$ cat src/sgr_pkg.sv
// shared types, constants and the 5x7 font table of the glyph row rasteriser
// no dependencies

package sgr_pkg;

  localparam int MAX_CHARS    = 32;
  localparam int ROW_PIXELS   = 400;
  localparam int ROW_BYTES    = 50;
  localparam int MAX_SCALE    = 8;
  localparam int SLOT_W       = $clog2(MAX_CHARS);
  localparam int PIX_PER_BYTE = 8;
  localparam int GLYPH_COLS   = 5;
  localparam int GLYPH_ROWS   = 7;
  localparam int CELL_COLS    = 6;

  // shared divider: 9-bit dividend, divisor up to 6 * MAX_SCALE
  localparam int DIV_W     = 9;
  localparam int DVSR_W    = 6;
  localparam int DIV_CNT_W = $clog2(DIV_W + 1);

  localparam int CFG_ADDR_W = 5;
  localparam int CFG_DATA_W = 32;
  localparam int REG_IDX_W  = 3;

  localparam logic [REG_IDX_W-1:0] REG_ORIGIN_X    = 3'd0;
  localparam logic [REG_IDX_W-1:0] REG_ORIGIN_Y    = 3'd1;
  localparam logic [REG_IDX_W-1:0] REG_TEXT_SCALE  = 3'd2;
  localparam logic [REG_IDX_W-1:0] REG_TEXT_LENGTH = 3'd3;
  localparam logic [REG_IDX_W-1:0] REG_INK_SETS    = 3'd4;

  localparam logic ACT_STORE  = 1'b0;
  localparam logic ACT_RENDER = 1'b1;

  typedef struct packed {
    logic [8:0] origin_x;
    logic [8:0] origin_y;
    logic [3:0] text_scale;
    logic [5:0] text_length;
    logic       ink_sets_bit;
  } sgr_cfg_t;

  typedef struct packed {
    logic              start;
    logic [DIV_W-1:0]  dividend;
    logic [DVSR_W-1:0] divisor;
  } div_req_t;

  typedef struct packed {
    logic              busy;
    logic              done;
    logic [DIV_W-1:0]  quotient;
    logic [DVSR_W-1:0] remainder;
  } div_rsp_t;

  // five column bytes, leftmost column in the top byte, bit 0 is the top glyph row
  function automatic logic [39:0] font_cols(input logic [7:0] code);
    logic [39:0] g;
    begin
      case (code)
        8'h2D: g = 40'h00_00_7E_00_00;
        8'h2E: g = 40'h00_00_40_00_00;
        8'h3A: g = 40'h00_36_00_36_00;
        8'h2F: g = 40'h08_08_14_22_41;
        8'h25: g = 40'h62_14_08_14_46;
        8'h30: g = 40'h3E_51_49_45_3E;
        8'h31: g = 40'h00_42_7F_40_00;
        8'h32: g = 40'h62_51_49_49_46;
        8'h33: g = 40'h22_49_49_49_36;
        8'h34: g = 40'h18_14_12_7F_10;
        8'h35: g = 40'h2F_49_49_49_31;
        8'h36: g = 40'h3E_49_49_49_32;
        8'h37: g = 40'h01_71_09_05_03;
        8'h38: g = 40'h36_49_49_49_36;
        8'h39: g = 40'h26_49_49_49_3E;
        8'h41: g = 40'h7E_11_11_11_7E;
        8'h42: g = 40'h7F_49_49_49_36;
        8'h43: g = 40'h3E_41_41_41_22;
        8'h44: g = 40'h7F_41_41_22_1C;
        8'h45: g = 40'h7F_49_49_49_41;
        8'h46: g = 40'h7F_09_09_09_01;
        8'h47: g = 40'h3E_41_49_49_7A;
        8'h48: g = 40'h7F_08_08_08_7F;
        8'h49: g = 40'h00_41_7F_41_00;
        8'h4A: g = 40'h20_40_41_3F_01;
        8'h4B: g = 40'h7F_08_14_22_41;
        8'h4C: g = 40'h7F_40_40_40_40;
        8'h4D: g = 40'h7F_02_0C_02_7F;
        8'h4E: g = 40'h7F_02_0C_10_7F;
        8'h4F: g = 40'h3E_41_41_41_3E;
        8'h50: g = 40'h7F_09_09_09_06;
        8'h51: g = 40'h3E_41_51_21_5E;
        8'h52: g = 40'h7F_09_19_29_46;
        8'h53: g = 40'h26_49_49_49_32;
        8'h54: g = 40'h01_01_7F_01_01;
        8'h55: g = 40'h3F_40_40_40_3F;
        8'h56: g = 40'h0F_30_40_30_0F;
        8'h57: g = 40'h3F_40_38_40_3F;
        8'h58: g = 40'h63_14_08_14_63;
        8'h59: g = 40'h07_08_70_08_07;
        8'h5A: g = 40'h61_51_49_45_43;
        8'h61: g = 40'h20_54_54_54_78;
        8'h62: g = 40'h7F_48_44_44_38;
        8'h63: g = 40'h38_44_44_44_20;
        8'h64: g = 40'h38_44_44_48_7F;
        8'h65: g = 40'h38_54_54_54_18;
        8'h66: g = 40'h08_7E_09_01_02;
        8'h67: g = 40'h0C_52_52_52_3E;
        8'h68: g = 40'h7F_08_04_04_78;
        8'h69: g = 40'h00_44_7D_40_00;
        8'h6A: g = 40'h20_40_44_3D_00;
        8'h6B: g = 40'h7F_10_28_44_00;
        8'h6C: g = 40'h00_41_7F_40_00;
        8'h6D: g = 40'h7C_04_18_04_78;
        8'h6E: g = 40'h7C_08_04_04_78;
        8'h6F: g = 40'h38_44_44_44_38;
        8'h70: g = 40'h7C_14_14_14_08;
        8'h71: g = 40'h08_14_14_18_7C;
        8'h72: g = 40'h7C_08_04_04_08;
        8'h73: g = 40'h48_54_54_54_20;
        8'h74: g = 40'h04_3F_44_40_20;
        8'h75: g = 40'h3C_40_40_20_7C;
        8'h76: g = 40'h1C_20_40_20_1C;
        8'h77: g = 40'h3C_40_30_40_3C;
        8'h78: g = 40'h44_28_10_28_44;
        8'h79: g = 40'h0C_50_50_50_3C;
        8'h7A: g = 40'h44_64_54_4C_44;
        default: g = '0;
      endcase
      return g;
    end
  endfunction

  function automatic logic glyph_bit(input logic [7:0] code, input logic [2:0] col,
                                     input logic [2:0] row);
    logic [39:0] cols;
    logic [7:0]  colbits;
    begin
      cols = font_cols(code);
      case (col)
        3'd0: colbits = cols[39:32];
        3'd1: colbits = cols[31:24];
        3'd2: colbits = cols[23:16];
        3'd3: colbits = cols[15:8];
        3'd4: colbits = cols[7:0];
        default: colbits = '0;
      endcase
      return colbits[row];
    end
  endfunction

endpackage

$ cat src/sgr_text_store.sv
// character code store, one write and one registered read port
// depends on sgr_pkg

module sgr_text_store (
  input  logic                       clk,
  input  logic                       we,
  input  logic [sgr_pkg::SLOT_W-1:0] waddr,
  input  logic [7:0]                 wdata,
  input  logic [sgr_pkg::SLOT_W-1:0] raddr,
  output logic [7:0]                 rdata
);
  import sgr_pkg::*;

  logic [7:0] mem [MAX_CHARS];

  always_ff @(posedge clk) begin
    if (we) begin
      mem[waddr] <= wdata;
    end
  end

  always_ff @(posedge clk) begin
    rdata <= mem[raddr];
  end

endmodule

$ cat config.mk
export PLATFORM = sky130hd
export DESIGN_NAME = sgr_text_store
export DESIGN_NICKNAME = d
export VERILOG_FILES = /design/src/sgr_pkg.sv /design/src/sgr_text_store.sv
export SDC_FILE = /design/constraint.sdc
export NUM_CORES = 1
export LEC_CHECK = 0
export BUFFER_PORTS_ARGS = -buffer_cell sky130_fd_sc_hd__buf_4
export CAP_MARGIN = 20
export CORE_ASPECT_RATIO = 1.1
export CORE_MARGIN = 2
export CORE_UTILIZATION = 61
export CTS_CLUSTER_SIZE = 20
export DETAILED_ROUTE_END_ITERATION = 10
export PLACE_DENSITY_LB_ADDON = 0.15
export REMOVE_ABC_BUFFERS = 1
export SETUP_SLACK_MARGIN = 0.2
export SKIP_CTS_REPAIR_TIMING = 1
export SLEW_MARGIN = 10
export SYNTH_ARGS = -nofsm -noshare
export SYNTH_HDL_FRONTEND = slang
export SYNTH_SLANG_ARGS = --single-unit
$ cat constraint.sdc
create_clock -name clk -period 3.5 [get_ports clk]
set_clock_uncertainty 0.15 [all_clocks]
set_input_delay 0.875 -clock clk [delete_from_list [all_inputs] [get_ports clk]]
set_output_delay 0.875 -clock clk [all_outputs]
set_load 0.02 [all_outputs]
==> results.md, run 1 <==
- Cell taking the most area after synthesis: edfxtp_1
- Clock Path Buffers: 3
- Rel. slew slack: 0.443
- Run status: finished clean
- Worst hold stages: 2
- CP Data Arrival Time: roughly 2.7 ns
- Ys flop type: edfxtp_1
- Htree depth: 1
- Hold path startpoint: raddr[3]
- First-pass GRT wire length: between 30 and 40 mm
- Total number of vias: approximately 4.6k
- Drt first-iter violations: between 500 and 600
- Max-slew violation count: 0
- Crit path kind: in -> reg
- Number of max-cap violations: 0
- Area of the core: around 16000 µm²
- DRC viols: 0
- Synth warnings: 0
- Part of the cycle the worst path needs: 0.702
- DR vias/cell: about 6.5
- Type of the worst min-delay path: in -> reg
- Post-Synthesis Cells: 417
- Setup_tns: 0 ns
- Crit. End Element: flop
- Worst-Margin Slew: between 0.8 and 0.9 ns
- Unrepaired setup endpoints after global routing: no
- Vias in the first global route: 4642
- Most common cell in the netlist: edfxtp_1
- Maximum VDD drop: around 0.51 mV
- Async SR Flop Fraction: 0
- Crit path from: raddr[0]
- CTS tree: done
- Final hold viol count: 0
- Synth top cells by count: edfxtp_1 (256), mux4_2 (80), nor2_1 (33), dfxtp_1 (8), mux2_2 (8)
- Hold Path Sink: rdata[0]$_DFF_P_
- Worst reg2reg setup slack: 1.50 ns
- Setup violators final: 0
- DR WL/cell: 28.5 µm
- Reg-to-Reg End: rdata[4]$_DFF_P_
- Initial antenna violation count: 0
- Sequential share of power: 0.554
- Initial Util: 0.619
- Die X: ~130 µm
- Core Rows: between 40 and 50
- Worst reg2reg path depth: 3
- Clock latency on the worst-skew pair: 0.52 ns
- #FFs+latches synth: ~260
- Die Y: 139 µm
- GRT overflow: 0
- Crit-path max FO: 14
- P_sw: around 0.0013 W
- Fin nets: 502
- Clock network fraction of total power: 0.390
- Area growth syn-to-layout: 13.7%
- Final ANT Viol Nets: 0
- Boundary Pins: 28
- Crit path launch type: input port
- Mapped Area: 10100 µm²
- Largest net degree at the start of global routing: 33
- FF-to-FF Start: mem[4][4]$_DFFE_PP_
- ANT cells: 0
- Req. time, crit path: ~3.8 ns
- Clock Pin Slew Worst Setup and Hold Paths: around 0.06 ns
- Internal: a little over 0.005 W
- Sequential share of the synthesized area: 0.781
- HPWL after DPL: between 10 and 15 mm
- Die Area: ~18000 µm²
- Pwr per Cell Area: roughly 560 nW/µm²
- Synth area leaders: edfxtp_1 (76%), mux4_2 (18%), dfxtp_1 (1.6%)
- First drt pass iteration count: 4
- Final Power: 0.00638 W
- Lkg Pwr: about 3.6 nW
- Avg Cell Area, Syn: roughly 24 µm²
- Num CTS Buffers: 25
- Max Fclk: 407 MHz
- Shortest period the worst path allows: between 2 and 2.5 ns
- Logic pwr share: 0.055
- Layout cells sized above 1: 0.367
- Number of synthesized flops with an enable pin: approximately 260
- Total track usage: 0.239
- Fill count: around 930
- Drt total wl: approximately 20 mm
- Clk root buf: clkbuf_16
- Share of the synthesized area in the top cell type: 0.765
- Net Sw Frac: 0.207
- Global placement routability congestion: just under 0.8
- CTS Sinks: 264
- IO buf count: 27
- Netlist cell types: 15
==> per-layer routing <==
layer,share of wire,up-vias,global-route usage
met5,0,-,0
met1,0.43,2411,0.388
met4,0.024,0,0.0700
met2,0.47,218,0.354
li1,-,1909,-
met3,0.077,32,0.0316
==> flip-flops by register name, summed over array words and instances (netlist names) <==
signal and count:
mem 256, rdata 8
==> cell type report <==
| cell class | count | area, µm² | share of cell area |
|---|---|---|---|
| flip-flops and latches | 264 | 7850 | 0.687 |
| multi-input cells | 133 | 2100 | 0.184 |
| clock buffers | 27 | 633 | 0.0554 |
| repair buffers | 58 | 473 | 0.0414 |
| well taps | 204 | 255 | 0.0223 |
| clock inverters | 19 | 120 | 0.0105 |
==> worst max-delay path: stages <==
cell    delay, ns
buf_4        0.12
buf_4        0.30
mux4_2       0.56
mux4_2       0.56
mux2_2       0.29
==> cells by family (layout without fill, tap and decap cells) <==
family,count (synthesis),in the layout,synth area share
simple gates,45,45,0.0207
buf+inv,20,104,0.0106
flops,264,264,0.781
mux,88,88,0.188
==> power groups by stage <==
stage / combinational [W] / sequential [W] / clock, W
4_1_cts: 0.000360 / 0.00354 / 0.00252
3_3_place_gp: 0.000349 / 0.00360 / 0
6_report: 0.000354 / 0.00354 / 0.00249
2_1_floorplan: 0.000146 / 0.00361 / 0
3_5_place_dp: 0.000359 / 0.00360 / 0
5_1_grt: 0.000378 / 0.00354 / 0.00265
==> through the flow <==
step / std cells / worst slack [ns] / area, µm² / utilization / hold WS, ns
after floorplan: 397 / 1.16 / 9950 / - / 0.715
after global placement: 659 / 0.496 / 10700 / 0.657 / 0.733
after detailed placement: 659 / 0.499 / 10700 / 0.657 / 0.745
after CTS: 705 / 1.03 / 11400 / 0.703 / 0.559
after global routing: 705 / 0.975 / 11400 / 0.703 / 0.578
final: 705 / 1.04 / 11400 / 0.703 / 0.575
==> layout by cell type, fill, tap and decap left out, drive strengths merged <==
| cell type | count |
|---|---|
| buf | 58 |
| bufinv | 1 |
| clkinvlp | 3 |
| clkbuf | 27 |
| clkinv | 14 |
| or3 | 1 |
| edfxtp | 256 |
| mux2 | 8 |
| inv | 1 |
| nor2 | 33 |
| mux4 | 80 |
| or3b | 3 |
| dfxtp | 8 |
| nand3b | 5 |
| nand3 | 2 |
| nand2 | 1 |
==> how the worst max path moves through the flow <==
stage | end | slack, ns
floorplan | mem[0][0]$_DFFE_PP_ | 1.16
global placement | rdata[4]$_DFF_P_ | 0.50
detailed placement | rdata[4]$_DFF_P_ | 0.50
CTS | rdata[4]$_DFF_P_ | 1.03
global route | rdata[4]$_DFF_P_ | 0.97
finish | rdata[4]$_DFF_P_ | 1.04
(Power assumes the default switching activity.)
==> run 2: changes to the inputs <==
==> constraint.sdc (replaced) <==
create_clock -name clk -period 2.55 [get_ports clk]
set_clock_uncertainty 0.15 [all_clocks]
set_input_delay 0.6375 -clock clk [delete_from_list [all_inputs] [get_ports clk]]
set_output_delay 0.6375 -clock clk [all_outputs]
set_load 0.02 [all_outputs]
==> results.md, run 2 (synthesis results as in run 1) <==
- Boundary Pins: 28
- CP Data Arrival Time: 2.50 ns
- Crit. End Element: flop
- Initial antenna violation count: 0
- DRC viols: 0
- Vias in the first global route: between 4k and 5k
- First-pass GRT wire length: 30.4 mm
- Clk root buf: clkbuf_16
- Global placement routability congestion: between 0.7 and 0.8
- Fin nets: between 500 and 600
- IO buf count: 27
- Regs by FF count: mem x256, rdata x8
- HPWL after DPL: between 10 and 15 mm
- Commonest non-fill, non-tap cell in the layout: edfxtp_1
- DR vias/cell: roughly 6.4
- Final hold viol count: 0
- FF/Latch Area: between 7000 and 8000 µm²
- Maximum VDD drop: 0.678 mV
- Run status: finished clean
- Drt total wl: around 20 mm
- Initial Util: 0.619
- Num CTS Buffers: 26
- Lkg Pwr: ~3.7 nW
- Cells after DPL: about 670
- Fill count: about 920
- Die X: roughly 130 µm
- Biggest register: mem
- Largest net degree at the start of global routing: 33
- Clock Path Buffers: 3
- Multi-input gate area in the final layout: between 2000 and 2500 µm²
- Max-slew violation count: 0
- Layout Cells excl Fill: between 700 and 800
- Final setup margin: about 0.30 ns
- Max Fclk: ~450 MHz
- First drt pass iteration count: 6
- GRT overflow: 0
- Number of max-cap violations: 0
- ANT cells: 0
- Htree depth: 1
- Rel. slew slack: 0.722
- Area growth syn-to-layout: 15.3%
- DR WL/cell: about 28 µm
- Total number of vias: between 4k and 5k
- Shortest period the worst path allows: ~2.2 ns
- Final ANT Viol Nets: 0
- Die Area: ~18000 µm²
- Area of the core: around 16000 µm²
- Layout cells sized above 1: 0.380
- Unrepaired setup endpoints after global routing: no
- Setup violators final: 0
- Type of the worst min-delay path: in -> reg
- Clock Pin Slew Worst Setup and Hold Paths: approximately 0.060 ns
- Crit-path max FO: 25
- CTS tree: done
- Dpl ws: -0.191 ns
- Pwr per Cell Area: roughly 780 nW/µm²
- Fin util: 0.713
- Setup_tns: 0 ns
- Clock latency on the worst-skew pair: roughly 0.52 ns
- Part of the cycle the worst path needs: 0.881
- Flip-flop count of the largest register after layout: ~260
- CTS Sinks: between 200 and 300
- Drt first-iter violations: ~580
- Most frequent cells in the layout: edfxtp_1 (256), mux4_2 (80), buf_4 (64), nor2_1 (33), clkbuf_16 (27)
- Crit path kind: in -> reg
- Req. time, crit path: around 2.8 ns
- Crit path launch type: input port
- Die Y: roughly 140 µm
- Worst-Margin Slew: between 0.4 and 0.5 ns
- Core Rows: 49
- Total track usage: 0.239
==> run 2: layer usage <==
metal / track usage / wire (µm) / vias to the layer above
li1: - / - / 1929
met1: 0.374 / 8390 / 2429
met2: 0.370 / 9830 / 187
met3: 0.0394 / 1600 / 22
met4: 0.0497 / 237 / 0
met5: 0 / 0 / -
==> run 2: path summary, 6_finish.rpt <==
path | slack, ns | endpoint | from | depth (start not counted)
min reg2reg | 0.75 | rdata[0]$_DFF_P_ | mem[28][0]$_DFFE_PP_ | 3
max reg2reg | 0.55 | rdata[4]$_DFF_P_ | mem[21][4]$_DFFE_PP_ | 3
max | 0.30 | rdata[4]$_DFF_P_ | raddr[0] | 5
min | 0.35 | rdata[6]$_DFF_P_ | raddr[3] | 2
==> run 2: layout make-up <==
class,count,share of cell area
clock buffer,41,0.0663
clock inverter,7,0.00497
multi-input combinational,133,0.181
sequential,264,0.677
tap,204,0.0220
timing repair buffer,68,0.0484
==> run 2: where the power goes <==
part | total, W | leakage (nW) | internal (W) | switching [W]
clock network | 0.00364 | 0.406 | 0.00216 | 0.00148
logic | 0.000498 | 0.959 | 0.000228 | 0.000270
registers | 0.00485 | 2.37 | 0.00482 | 0.0000250
==> run 2: stage by stage <==
step                instance area, µm²  total power (W)  hold slack, ns
floorplan                         9950          0.00515           0.586
global placement                 10800          0.00543           0.729
detailed placement               10800          0.00544           0.744
CTS                              11600          0.00905           0.346
global route                     11600          0.00926           0.345
finish                           11600          0.00899           0.349
==> run 2: critical path: stages <==
cell	delay, ns
buf_4	0.17
buf_12	0.24
mux4_2	0.59
mux4_2	0.55
mux2_2	0.28
