[config.mk]
export PLATFORM = sky130hd
export DESIGN_NAME = sgr_apb_regs
export DESIGN_NICKNAME = d
export VERILOG_FILES = /design/src/sgr_pkg.sv /design/src/sgr_apb_regs.sv
export SDC_FILE = /design/constraint.sdc
export NUM_CORES = 1
export LEC_CHECK = 0
export ABC_AREA = 0
export BUFFER_PORTS_ARGS = -buffer_cell sky130_fd_sc_hd__buf_2
export CORE_ASPECT_RATIO = 1.5
export CORE_MARGIN = 3
export CORE_UTILIZATION = 43
export DETAILED_ROUTE_END_ITERATION = 10
export HOLD_SLACK_MARGIN = 0.03
export PLACE_DENSITY = 0.8
export REMOVE_ABC_BUFFERS = 1
export SLEW_MARGIN = 20
export SYNTH_ARGS = -nofsm -noshare
export SYNTH_HDL_FRONTEND = slang
export SYNTH_SLANG_ARGS = --single-unit
[constraint.sdc]
create_clock -name clk -period 1.3 [get_ports clk]
set_input_delay 0.195 -clock clk [delete_from_list [all_inputs] [get_ports clk]]
set_output_delay 0.195 -clock clk [all_outputs]
set_load 0.02 [all_outputs]
[src/sgr_pkg.sv]
// shared types, constants and the 5x7 font table of the glyph row rasteriser
// no dependencies

package sgr_pkg;

  localparam int MAX_CHARS    = 32;
  localparam int ROW_PIXELS   = 400;
  localparam int ROW_BYTES    = 50;
  localparam int MAX_SCALE    = 8;
  localparam int SLOT_W       = $clog2(MAX_CHARS);
  localparam int PIX_PER_BYTE = 8;
  localparam int GLYPH_COLS   = 5;
  localparam int GLYPH_ROWS   = 7;
  localparam int CELL_COLS    = 6;

  // shared divider: 9-bit dividend, divisor up to 6 * MAX_SCALE
  localparam int DIV_W     = 9;
  localparam int DVSR_W    = 6;
  localparam int DIV_CNT_W = $clog2(DIV_W + 1);

  localparam int CFG_ADDR_W = 5;
  localparam int CFG_DATA_W = 32;
  localparam int REG_IDX_W  = 3;

  localparam logic [REG_IDX_W-1:0] REG_ORIGIN_X    = 3'd0;
  localparam logic [REG_IDX_W-1:0] REG_ORIGIN_Y    = 3'd1;
  localparam logic [REG_IDX_W-1:0] REG_TEXT_SCALE  = 3'd2;
  localparam logic [REG_IDX_W-1:0] REG_TEXT_LENGTH = 3'd3;
  localparam logic [REG_IDX_W-1:0] REG_INK_SETS    = 3'd4;

  localparam logic ACT_STORE  = 1'b0;
  localparam logic ACT_RENDER = 1'b1;

  typedef struct packed {
    logic [8:0] origin_x;
    logic [8:0] origin_y;
    logic [3:0] text_scale;
    logic [5:0] text_length;
    logic       ink_sets_bit;
  } sgr_cfg_t;

  typedef struct packed {
    logic              start;
    logic [DIV_W-1:0]  dividend;
    logic [DVSR_W-1:0] divisor;
  } div_req_t;

  typedef struct packed {
    logic              busy;
    logic              done;
    logic [DIV_W-1:0]  quotient;
    logic [DVSR_W-1:0] remainder;
  } div_rsp_t;

  // five column bytes, leftmost column in the top byte, bit 0 is the top glyph row
  function automatic logic [39:0] font_cols(input logic [7:0] code);
    logic [39:0] g;
    begin
      case (code)
        8'h2D: g = 40'h00_00_7E_00_00;
        8'h2E: g = 40'h00_00_40_00_00;
        8'h3A: g = 40'h00_36_00_36_00;
        8'h2F: g = 40'h08_08_14_22_41;
        8'h25: g = 40'h62_14_08_14_46;
        8'h30: g = 40'h3E_51_49_45_3E;
        8'h31: g = 40'h00_42_7F_40_00;
        8'h32: g = 40'h62_51_49_49_46;
        8'h33: g = 40'h22_49_49_49_36;
        8'h34: g = 40'h18_14_12_7F_10;
        8'h35: g = 40'h2F_49_49_49_31;
        8'h36: g = 40'h3E_49_49_49_32;
        8'h37: g = 40'h01_71_09_05_03;
        8'h38: g = 40'h36_49_49_49_36;
        8'h39: g = 40'h26_49_49_49_3E;
        8'h41: g = 40'h7E_11_11_11_7E;
        8'h42: g = 40'h7F_49_49_49_36;
        8'h43: g = 40'h3E_41_41_41_22;
        8'h44: g = 40'h7F_41_41_22_1C;
        8'h45: g = 40'h7F_49_49_49_41;
        8'h46: g = 40'h7F_09_09_09_01;
        8'h47: g = 40'h3E_41_49_49_7A;
        8'h48: g = 40'h7F_08_08_08_7F;
        8'h49: g = 40'h00_41_7F_41_00;
        8'h4A: g = 40'h20_40_41_3F_01;
        8'h4B: g = 40'h7F_08_14_22_41;
        8'h4C: g = 40'h7F_40_40_40_40;
        8'h4D: g = 40'h7F_02_0C_02_7F;
        8'h4E: g = 40'h7F_02_0C_10_7F;
        8'h4F: g = 40'h3E_41_41_41_3E;
        8'h50: g = 40'h7F_09_09_09_06;
        8'h51: g = 40'h3E_41_51_21_5E;
        8'h52: g = 40'h7F_09_19_29_46;
        8'h53: g = 40'h26_49_49_49_32;
        8'h54: g = 40'h01_01_7F_01_01;
        8'h55: g = 40'h3F_40_40_40_3F;
        8'h56: g = 40'h0F_30_40_30_0F;
        8'h57: g = 40'h3F_40_38_40_3F;
        8'h58: g = 40'h63_14_08_14_63;
        8'h59: g = 40'h07_08_70_08_07;
        8'h5A: g = 40'h61_51_49_45_43;
        8'h61: g = 40'h20_54_54_54_78;
        8'h62: g = 40'h7F_48_44_44_38;
        8'h63: g = 40'h38_44_44_44_20;
        8'h64: g = 40'h38_44_44_48_7F;
        8'h65: g = 40'h38_54_54_54_18;
        8'h66: g = 40'h08_7E_09_01_02;
        8'h67: g = 40'h0C_52_52_52_3E;
        8'h68: g = 40'h7F_08_04_04_78;
        8'h69: g = 40'h00_44_7D_40_00;
        8'h6A: g = 40'h20_40_44_3D_00;
        8'h6B: g = 40'h7F_10_28_44_00;
        8'h6C: g = 40'h00_41_7F_40_00;
        8'h6D: g = 40'h7C_04_18_04_78;
        8'h6E: g = 40'h7C_08_04_04_78;
        8'h6F: g = 40'h38_44_44_44_38;
        8'h70: g = 40'h7C_14_14_14_08;
        8'h71: g = 40'h08_14_14_18_7C;
        8'h72: g = 40'h7C_08_04_04_08;
        8'h73: g = 40'h48_54_54_54_20;
        8'h74: g = 40'h04_3F_44_40_20;
        8'h75: g = 40'h3C_40_40_20_7C;
        8'h76: g = 40'h1C_20_40_20_1C;
        8'h77: g = 40'h3C_40_30_40_3C;
        8'h78: g = 40'h44_28_10_28_44;
        8'h79: g = 40'h0C_50_50_50_3C;
        8'h7A: g = 40'h44_64_54_4C_44;
        default: g = '0;
      endcase
      return g;
    end
  endfunction

  function automatic logic glyph_bit(input logic [7:0] code, input logic [2:0] col,
                                     input logic [2:0] row);
    logic [39:0] cols;
    logic [7:0]  colbits;
    begin
      cols = font_cols(code);
      case (col)
        3'd0: colbits = cols[39:32];
        3'd1: colbits = cols[31:24];
        3'd2: colbits = cols[23:16];
        3'd3: colbits = cols[15:8];
        3'd4: colbits = cols[7:0];
        default: colbits = '0;
      endcase
      return colbits[row];
    end
  endfunction

endpackage

[src/sgr_apb_regs.sv]
// apb configuration registers: origin, scale, text length, ink polarity
// depends on sgr_pkg

module sgr_apb_regs (
  input  logic                             clk,
  input  logic                             rst,
  input  logic                             psel,
  input  logic                             penable,
  input  logic                             pwrite,
  input  logic [sgr_pkg::CFG_ADDR_W-1:0]   paddr,
  input  logic [sgr_pkg::CFG_DATA_W-1:0]   pwdata,
  output logic [sgr_pkg::CFG_DATA_W-1:0]   prdata,
  output logic                             pready,
  output sgr_pkg::sgr_cfg_t                cfg
);
  import sgr_pkg::*;

  logic [REG_IDX_W-1:0] idx;
  logic                 wr;

  assign idx    = paddr[CFG_ADDR_W-1:2];
  assign wr     = psel & penable & pwrite;
  assign pready = 1'b1;

  always_ff @(posedge clk) begin
    if (rst) begin
      cfg.origin_x     <= '0;
      cfg.origin_y     <= '0;
      cfg.text_scale   <= 4'd1;
      cfg.text_length  <= '0;
      cfg.ink_sets_bit <= 1'b0;
    end else if (wr) begin
      unique case (idx)
        REG_ORIGIN_X:    cfg.origin_x     <= pwdata[8:0];
        REG_ORIGIN_Y:    cfg.origin_y     <= pwdata[8:0];
        REG_TEXT_SCALE:  cfg.text_scale   <= pwdata[3:0];
        REG_TEXT_LENGTH: cfg.text_length  <= pwdata[5:0];
        REG_INK_SETS:    cfg.ink_sets_bit <= pwdata[0];
        default: ;
      endcase
    end
  end

  always_comb begin
    unique case (idx)
      REG_ORIGIN_X:    prdata = {23'd0, cfg.origin_x};
      REG_ORIGIN_Y:    prdata = {23'd0, cfg.origin_y};
      REG_TEXT_SCALE:  prdata = {28'd0, cfg.text_scale};
      REG_TEXT_LENGTH: prdata = {26'd0, cfg.text_length};
      REG_INK_SETS:    prdata = {31'd0, cfg.ink_sets_bit};
      default:         prdata = '0;
    endcase
  end

endmodule

==> metrics.yaml, run 1 <==
placed_design:
  placement.io_buffers: 54
  globalplace.congestion: 0.768
  place_ws_ps: -67.7
  post-dp-hpwl_mm: 2.81
  placed_area_mm2: 0.00196
detailed_routing:
  vias_per_cell: 4.87
  drc_errors: 0
  drt_pass1_iterations: 4
  drtIter0Drc: 61
  num_vias: 1399
  drtAntennaViolNets: 0
  post_drt_wl_per_cell_um: 13.7
  routed_wl_mm: 3.94
floorplan:
  die_h_um: 82.4
  dieArea_mm2: 0.00469
  die-width_um: 56.9
  core-area_mm2: 0.00372
  boundaryPins: 104
  rows: 27
  initial_core_util_pct: 45.0
setup_path:
  crit_start: "cfg[3]"
  worstPathArrival_ps: 1340
  cpLargestDelayFamily: "multiplexers"
  worstSetupPathType: "flop to output pin"
  regToRegStartpoint: "cfg[2]"
  worstPathRequired_ps: 1110
  path_max_fanout: 2
  path_cells: "mux4_2 > nor2b_1 > buf_4"
  max_stage_delay_ps: 450
  cpMaxStageDelayCell: "mux4_2"
  cp-start-kind: "flop"
  cp-end-kind: "output pin"
  crit_buf_inv: 1
finish:
  register_area_um2: 603
  regMostFlops: "cfg"
  reg.largest.list: "cfg (29)"
  antenna_cells: 0
  num-fill-cells: 317
  final_cell_area_mm2: 0.00222
  area_growth_pct: 32.7
  drive_gt1_share_pct: 48.4
  largest_reg_flops: 29
  multi_input_area_um2: 967
  nets: 285
timing:
  fin_ws_ps: -235
  rsz0062_at_grt: "true"
  min_period_ps: 1540
  final_hold_viol_count: 0
  timing.fmax_mhz: 651
  min_period_over_period_pct: 118
  drv_slew: 0
  tns_ps: -853
  setup_viol: 6
  finClkSkew_ps: 0
grt:
  grt_pass1_wl_mm: 6.03
  grt_pass1_vias: 1355
  gr-total-overflow: 0
  grt_usage_pct: 17.0
  grt_max_degree: 40
  antenna_found_initial: 0
synthesis:
  avgSynthCellArea_um2: 9.78
  ys.flop_type: "dfxtp_1"
  synth_edf_count: 0
  syn_area_mm2: 0.00167
  yosysWarnings: 0
  synth-seq-area-share_pct: 34.7
  synthArstFlopShare_pct: 0
  ys_ff_latch: 29
  yosysUniqueCellTypes: 29
  netlist_instances: 171
cts:
  h-tree-depth: 2
  cts.sinks: 29
  cts_tree: "done"
  cts_buffer_depth: 2
  numCtsBuffers: 5
  clk_pin_slew_ps: 60
  cts-root-buf: "clkbuf_8"
  clk_latency_ps: 280
min_path:
  min_path_type: "primary input to flop"
  hp-start: "pwdata[0]"
power_and_ir_drop:
  swShare_pct: 25.3
  p_comb_share_pct: 13.5
  power_frac_clock_pct: 41.0
  total_power_w: 0.00198
  leakagePower_nw: 1.16
  power_density_mw_per_mm2: 891
  p_switching_w: 0.000501
  vdd_drop_max_mv: 0.600
  power_frac_seq_pct: 45.5
  internal_power_w: 0.00148
run_status:
  status: "finished with violations"
  violations: "setup timing"
run:
  timing.max_cap.violations: 0
[placed cells by master, fill, tap and decap left out, drive strengths merged]
master | synthesis | final
nand2 | 3 | 3
and3 | 1 | 1
a2bb2oi | 2 | 2
a22oi | 1 | 1
mux2i | 34 | 34
conb | 2 | 24
nor3b | 1 | 1
clkbuf | 5 | 7
and4b | 1 | 1
nor2 | 5 | 5
o22ai | 1 | 1
nand4b | 1 | 1
nand3b | 3 | 3
mux4 | 3 | 3
nand2b | 37 | 37
mux2 | 1 | 1
nand3 | 1 | 1
clkinv | 0 | 1
dfxtp | 29 | 29
nor3 | 4 | 4
nor2b | 3 | 3
o21a | 1 | 1
buf | 30 | 78
and2 | 2 | 2
[logic make-up after synthesis]
group / after synthesis / synth area share [%]
compound gates: 5 / 2.32
buf+inv: 35 / 14.1
flops: 29 / 34.7
mux: 38 / 25.1
other cells: 2 / 0.449
simple gates: 62 / 23.4
[power by group through the flow]
stage	clock network [W]	registers (W)	logic, W
after CTS	0.000826	0.000900	0.000263
after detailed placement	0	0.000920	0.000250
after global placement	0	0.000919	0.000248
after global routing	0.000886	0.000900	0.000285
after floorplan	0	0.000927	0.000131
final	0.000811	0.000900	0.000268
[Yosys cell counts (2+ instances only)]
cell type   n  area share [%]
dfxtp_1    29              35
buf_2       5             1.5
clkbuf_1    5             1.1
nand3b_1    2            0.90
nand2b_1   37              14
mux2i_1    34              20
nor3_1      3            0.90
conb_1      2            0.45
nor2_1      5             1.1
mux4_2      3             4.0
nand2_1     2            0.45
buf_4      24              11
nor2b_1     3             1.1
a2bb2oi_1   2             1.0
[cell type report]
| cell class | count | share of cell area, % |
|---|---|---|
| tap | 43 | 2.42 |
| sequential | 29 | 27.2 |
| clock buffer | 7 | 4.34 |
| timing repair buffer | 78 | 22.3 |
| multi-input combinational | 129 | 43.6 |
| clock inverter | 1 | 0.225 |
[path summary, 6_finish.rpt]
check              end  slack [ps]  cells after the start
min             cfg[7]         180                      3
min reg2reg    cfg[27]         480                      2
max          prdata[2]        -240                      3
max reg2reg     cfg[2]         480                      4
[timing repair]
action,in CTS,in global routing
hold buffers,0,0
gates resized for setup,26,9
pin swaps,3,1
cloned,0,0
hold endpoints to repair,0,0
endpoints found under the setup margin,7,9
buffers inserted,7,3
[layer usage]
metal	global-route usage, %	share of wire (%)	vias to the layer above
met5	0	0	-
met4	11.4	2.4	0
met3	4.67	7.4	8
met2	30.7	53	65
met1	16.8	37	657
li1	-	-	669
[worst min-delay path, stage by stage]
cell and delay (ps):
buf_2 90, nor2_1 40, mux2i_1 100
[per-stage QoR]
stage | std cells | hold slack [ps] | util, %
6_report | 287 | 185 | 59.7
5_1_grt | 287 | 185 | 59.7
2_1_floorplan | 158 | 351 | -
3_5_place_dp | 269 | 474 | 52.8
3_3_place_gp | 269 | 466 | 52.8
4_1_cts | 284 | 181 | 58.5
Power figures use the tool's default switching activity.
==> run 2, diff against run 1 <==
- RECOVER_POWER: not set -> 100
- SETUP_SLACK_MARGIN: not set -> 0.5
==> run 2 against run 1 <==
Effect of this change:
- the run still ends with setup timing left
- final cell count increased by 8.0%
- critical path depth unchanged
- worst hold slack improved by 5.2 ps
- count of clock-buffer cells in the layout unchanged
- combinational power is 13% higher
- highest routed layer unchanged
- largest power group unchanged
- flip-flop and latch count stayed put
- sequential power hardly changed
==> metrics.yaml, run 2 (same netlist as run 1, synthesis figures left out) <==
setup_path:
  worstSetupPathType: "flop to output pin"  # unchanged
  worstPathArrival_ps: 1360  # was 1340 ps
  worstPathRequired_ps: 1110  # about the same
  cp-start-kind: "flop"  # unchanged
  cp-end-kind: "output pin"  # unchanged
  regToRegSetupSlack_ps: 410  # was 480 ps
  path_max_fanout: 3  # was 2
timing:
  final_hold_viol_count: 0  # unchanged
  timing.fmax_mhz: 642  # was 651 MHz
  rsz0062_at_grt: "true"  # unchanged
  finClkSkew_ps: 0  # unchanged
  min_period_over_period_pct: 120  # was 118%
  fin_ws_ps: -257  # was -235 ps
  drv_slew: 0  # unchanged
  hold_ws_ps: 190  # was 185 ps
  setup_viol: 8  # was 6
  min_period_ps: 1560  # was 1540 ps
cts:
  clk_pin_slew_ps: 60  # about the same
  cts_buffer_depth: 2  # unchanged
  clk_latency_ps: 280  # about the same
  h-tree-depth: 2  # unchanged
  numCtsBuffers: 5  # unchanged
  cts.sinks: 29  # unchanged
  cts-root-buf: "clkbuf_8"  # unchanged
  cts_tree: "done"  # unchanged
floorplan:
  die_h_um: 82.4  # unchanged
  boundaryPins: 104  # unchanged
  rows: 27  # unchanged
  initial_core_util_pct: 45.0  # unchanged
  dieArea_mm2: 0.00469  # unchanged
  core-area_mm2: 0.00372  # unchanged
  die-width_um: 56.9  # unchanged
finish:
  final_cell_area_mm2: 0.00264  # was 0.00222 mm^2
  largest_reg_flops: 29  # unchanged
  drive_gt1_share_pct: 48.3  # was 48.4%
  final_cell_mix: "56 x buf_6, 37 x nand2b_1, 34 x mux2i_1"  # was 46 x buf_2, 37 x nand2b_1, 34 x mux2i_1
  layout_commonest_cell: "buf_6"  # was buf_2
  num-fill-cells: 261  # was 317
  fin_cells: 310  # was 287
  finalCoreUtilization_pct: 70.9  # was 59.7%
  area_growth_pct: 57.6  # was 32.7%
  reg.largest.list: "cfg (29)"  # unchanged
  antenna_cells: 0  # unchanged
  regMostFlops: "cfg"  # unchanged
  nets: 308  # was 285
power_and_ir_drop:
  power_frac_seq_pct: 44.5  # was 45.5%
  p_comb_share_pct: 14.9  # was 13.5%
  total_power_w: 0.00202  # was 0.00198 W
  vdd_drop_max_mv: 0.697  # was 0.600 mV
  internal_power_w: 0.00150  # was 0.00148 W
  swShare_pct: 25.9  # was 25.3%
  p_switching_w: 0.000525  # was 0.000501 W
  power_density_mw_per_mm2: 768  # was 891 mW/mm^2
  leakagePower_nw: 1.29  # was 1.16 nW
  power_frac_clock_pct: 40.5  # was 41.0%
detailed_routing:
  routed_wl_mm: 5.00  # was 3.94 mm
  post_drt_wl_per_cell_um: 16.1  # was 13.7 um
  vias_per_cell: 4.94  # was 4.87
  drc_errors: 0  # unchanged
  drtAntennaViolNets: 0  # unchanged
  drt_pass1_iterations: 4  # unchanged
  num_vias: 1530  # was 1,399
  drtIter0Drc: 36  # was 61
placed_design:
  dp.cells: 269  # unchanged
  placed_area_mm2: 0.00196  # unchanged
  post-dp-hpwl_mm: 2.81  # unchanged
  placement.io_buffers: 54  # unchanged
  globalplace.congestion: 0.768  # unchanged
grt:
  antenna_found_initial: 0  # unchanged
  grt_pass1_wl_mm: 6.73  # was 6.03 mm
  grt_usage_pct: 18.9  # was 17.0%
  gr-total-overflow: 0  # unchanged
  grt_pass1_vias: 1437  # was 1,355
  grt_max_degree: 40  # unchanged
run:
  timing.max_cap.violations: 0  # unchanged
run_status:
  violations: "setup timing"  # unchanged
  status: "finished with violations"  # unchanged
min_path:
  min_path_type: "primary input to flop"  # unchanged
## run 2: changes by cell type in the layout (fill, tap and decap cells not counted), sizes merged
cell / delta
buf: +14
clkbuf: +9
## run 2: worst max-delay path, cell delays in order (launching register included)
cell and delay (ps):
dfxtp_1 330, mux4_2 450, nor2b_1 140, buf_4 150
## run 2: power groups by stage
| stage | combinational [W] | sequential [W] | clock [W] |
|---|---|---|---|
| 4_1_cts | 0.000297 | 0.000901 | 0.000826 |
| 5_1_grt | 0.000320 | 0.000901 | 0.000887 |
| 6_report | 0.000302 | 0.000902 | 0.000820 |
| 3_3_place_gp | 0.000248 | 0.000919 | 0 |
| 2_1_floorplan | 0.000131 | 0.000927 | 0 |
| 3_5_place_dp | 0.000250 | 0.000920 | 0 |
## run 2: per-layer routing
metal  vias up  routed length (um)  global-route usage (%)  part of all wire, %
li1        715                   -                       -                    -
met5         -                   0                       0                    0
met4         0                 133                    10.7                  2.7
met1       744                1790                    19.6                   36
met2        60                2850                    35.0                   57
met3        11                 234                    3.89                  4.7
## run 2: layout make-up
class	count	area, um^2	area share (%)
repair buffers	101	913	34.6
multi-input cells	129	965	36.6
clock inverters	1	5.00	0.190
flip-flops and latches	29	603	22.9
clock buffers	7	96.3	3.65
well taps	43	53.8	2.04
## run 2: path summary, 6_finish.rpt
kind,endpoint,startpoint,cells past startpoint
worst max-delay path,prdata[1],cfg[21],3
worst min-delay path,cfg[27],pwdata[7],3
worst max register to register,cfg[2],cfg[2],4
worst min register to register,cfg[22],cfg[22],2
## run 2: per-stage QoR
stage               setup slack (ps)  TNS (ps)
floorplan                       59.4         0
global placement               -65.9      -166
detailed placement             -67.7      -257
CTS                             -231      -927
global route                    -310     -1630
finish                          -257     -1130
## run 2: repair_timing
action / 4_1_cts / 5_1_grt
resized for setup: 122 / 22
pin swaps: 9 / 3
endpoints found under the setup margin: 67 / 67
hold buffers: 0 / 0
buffers inserted: 18 / 15
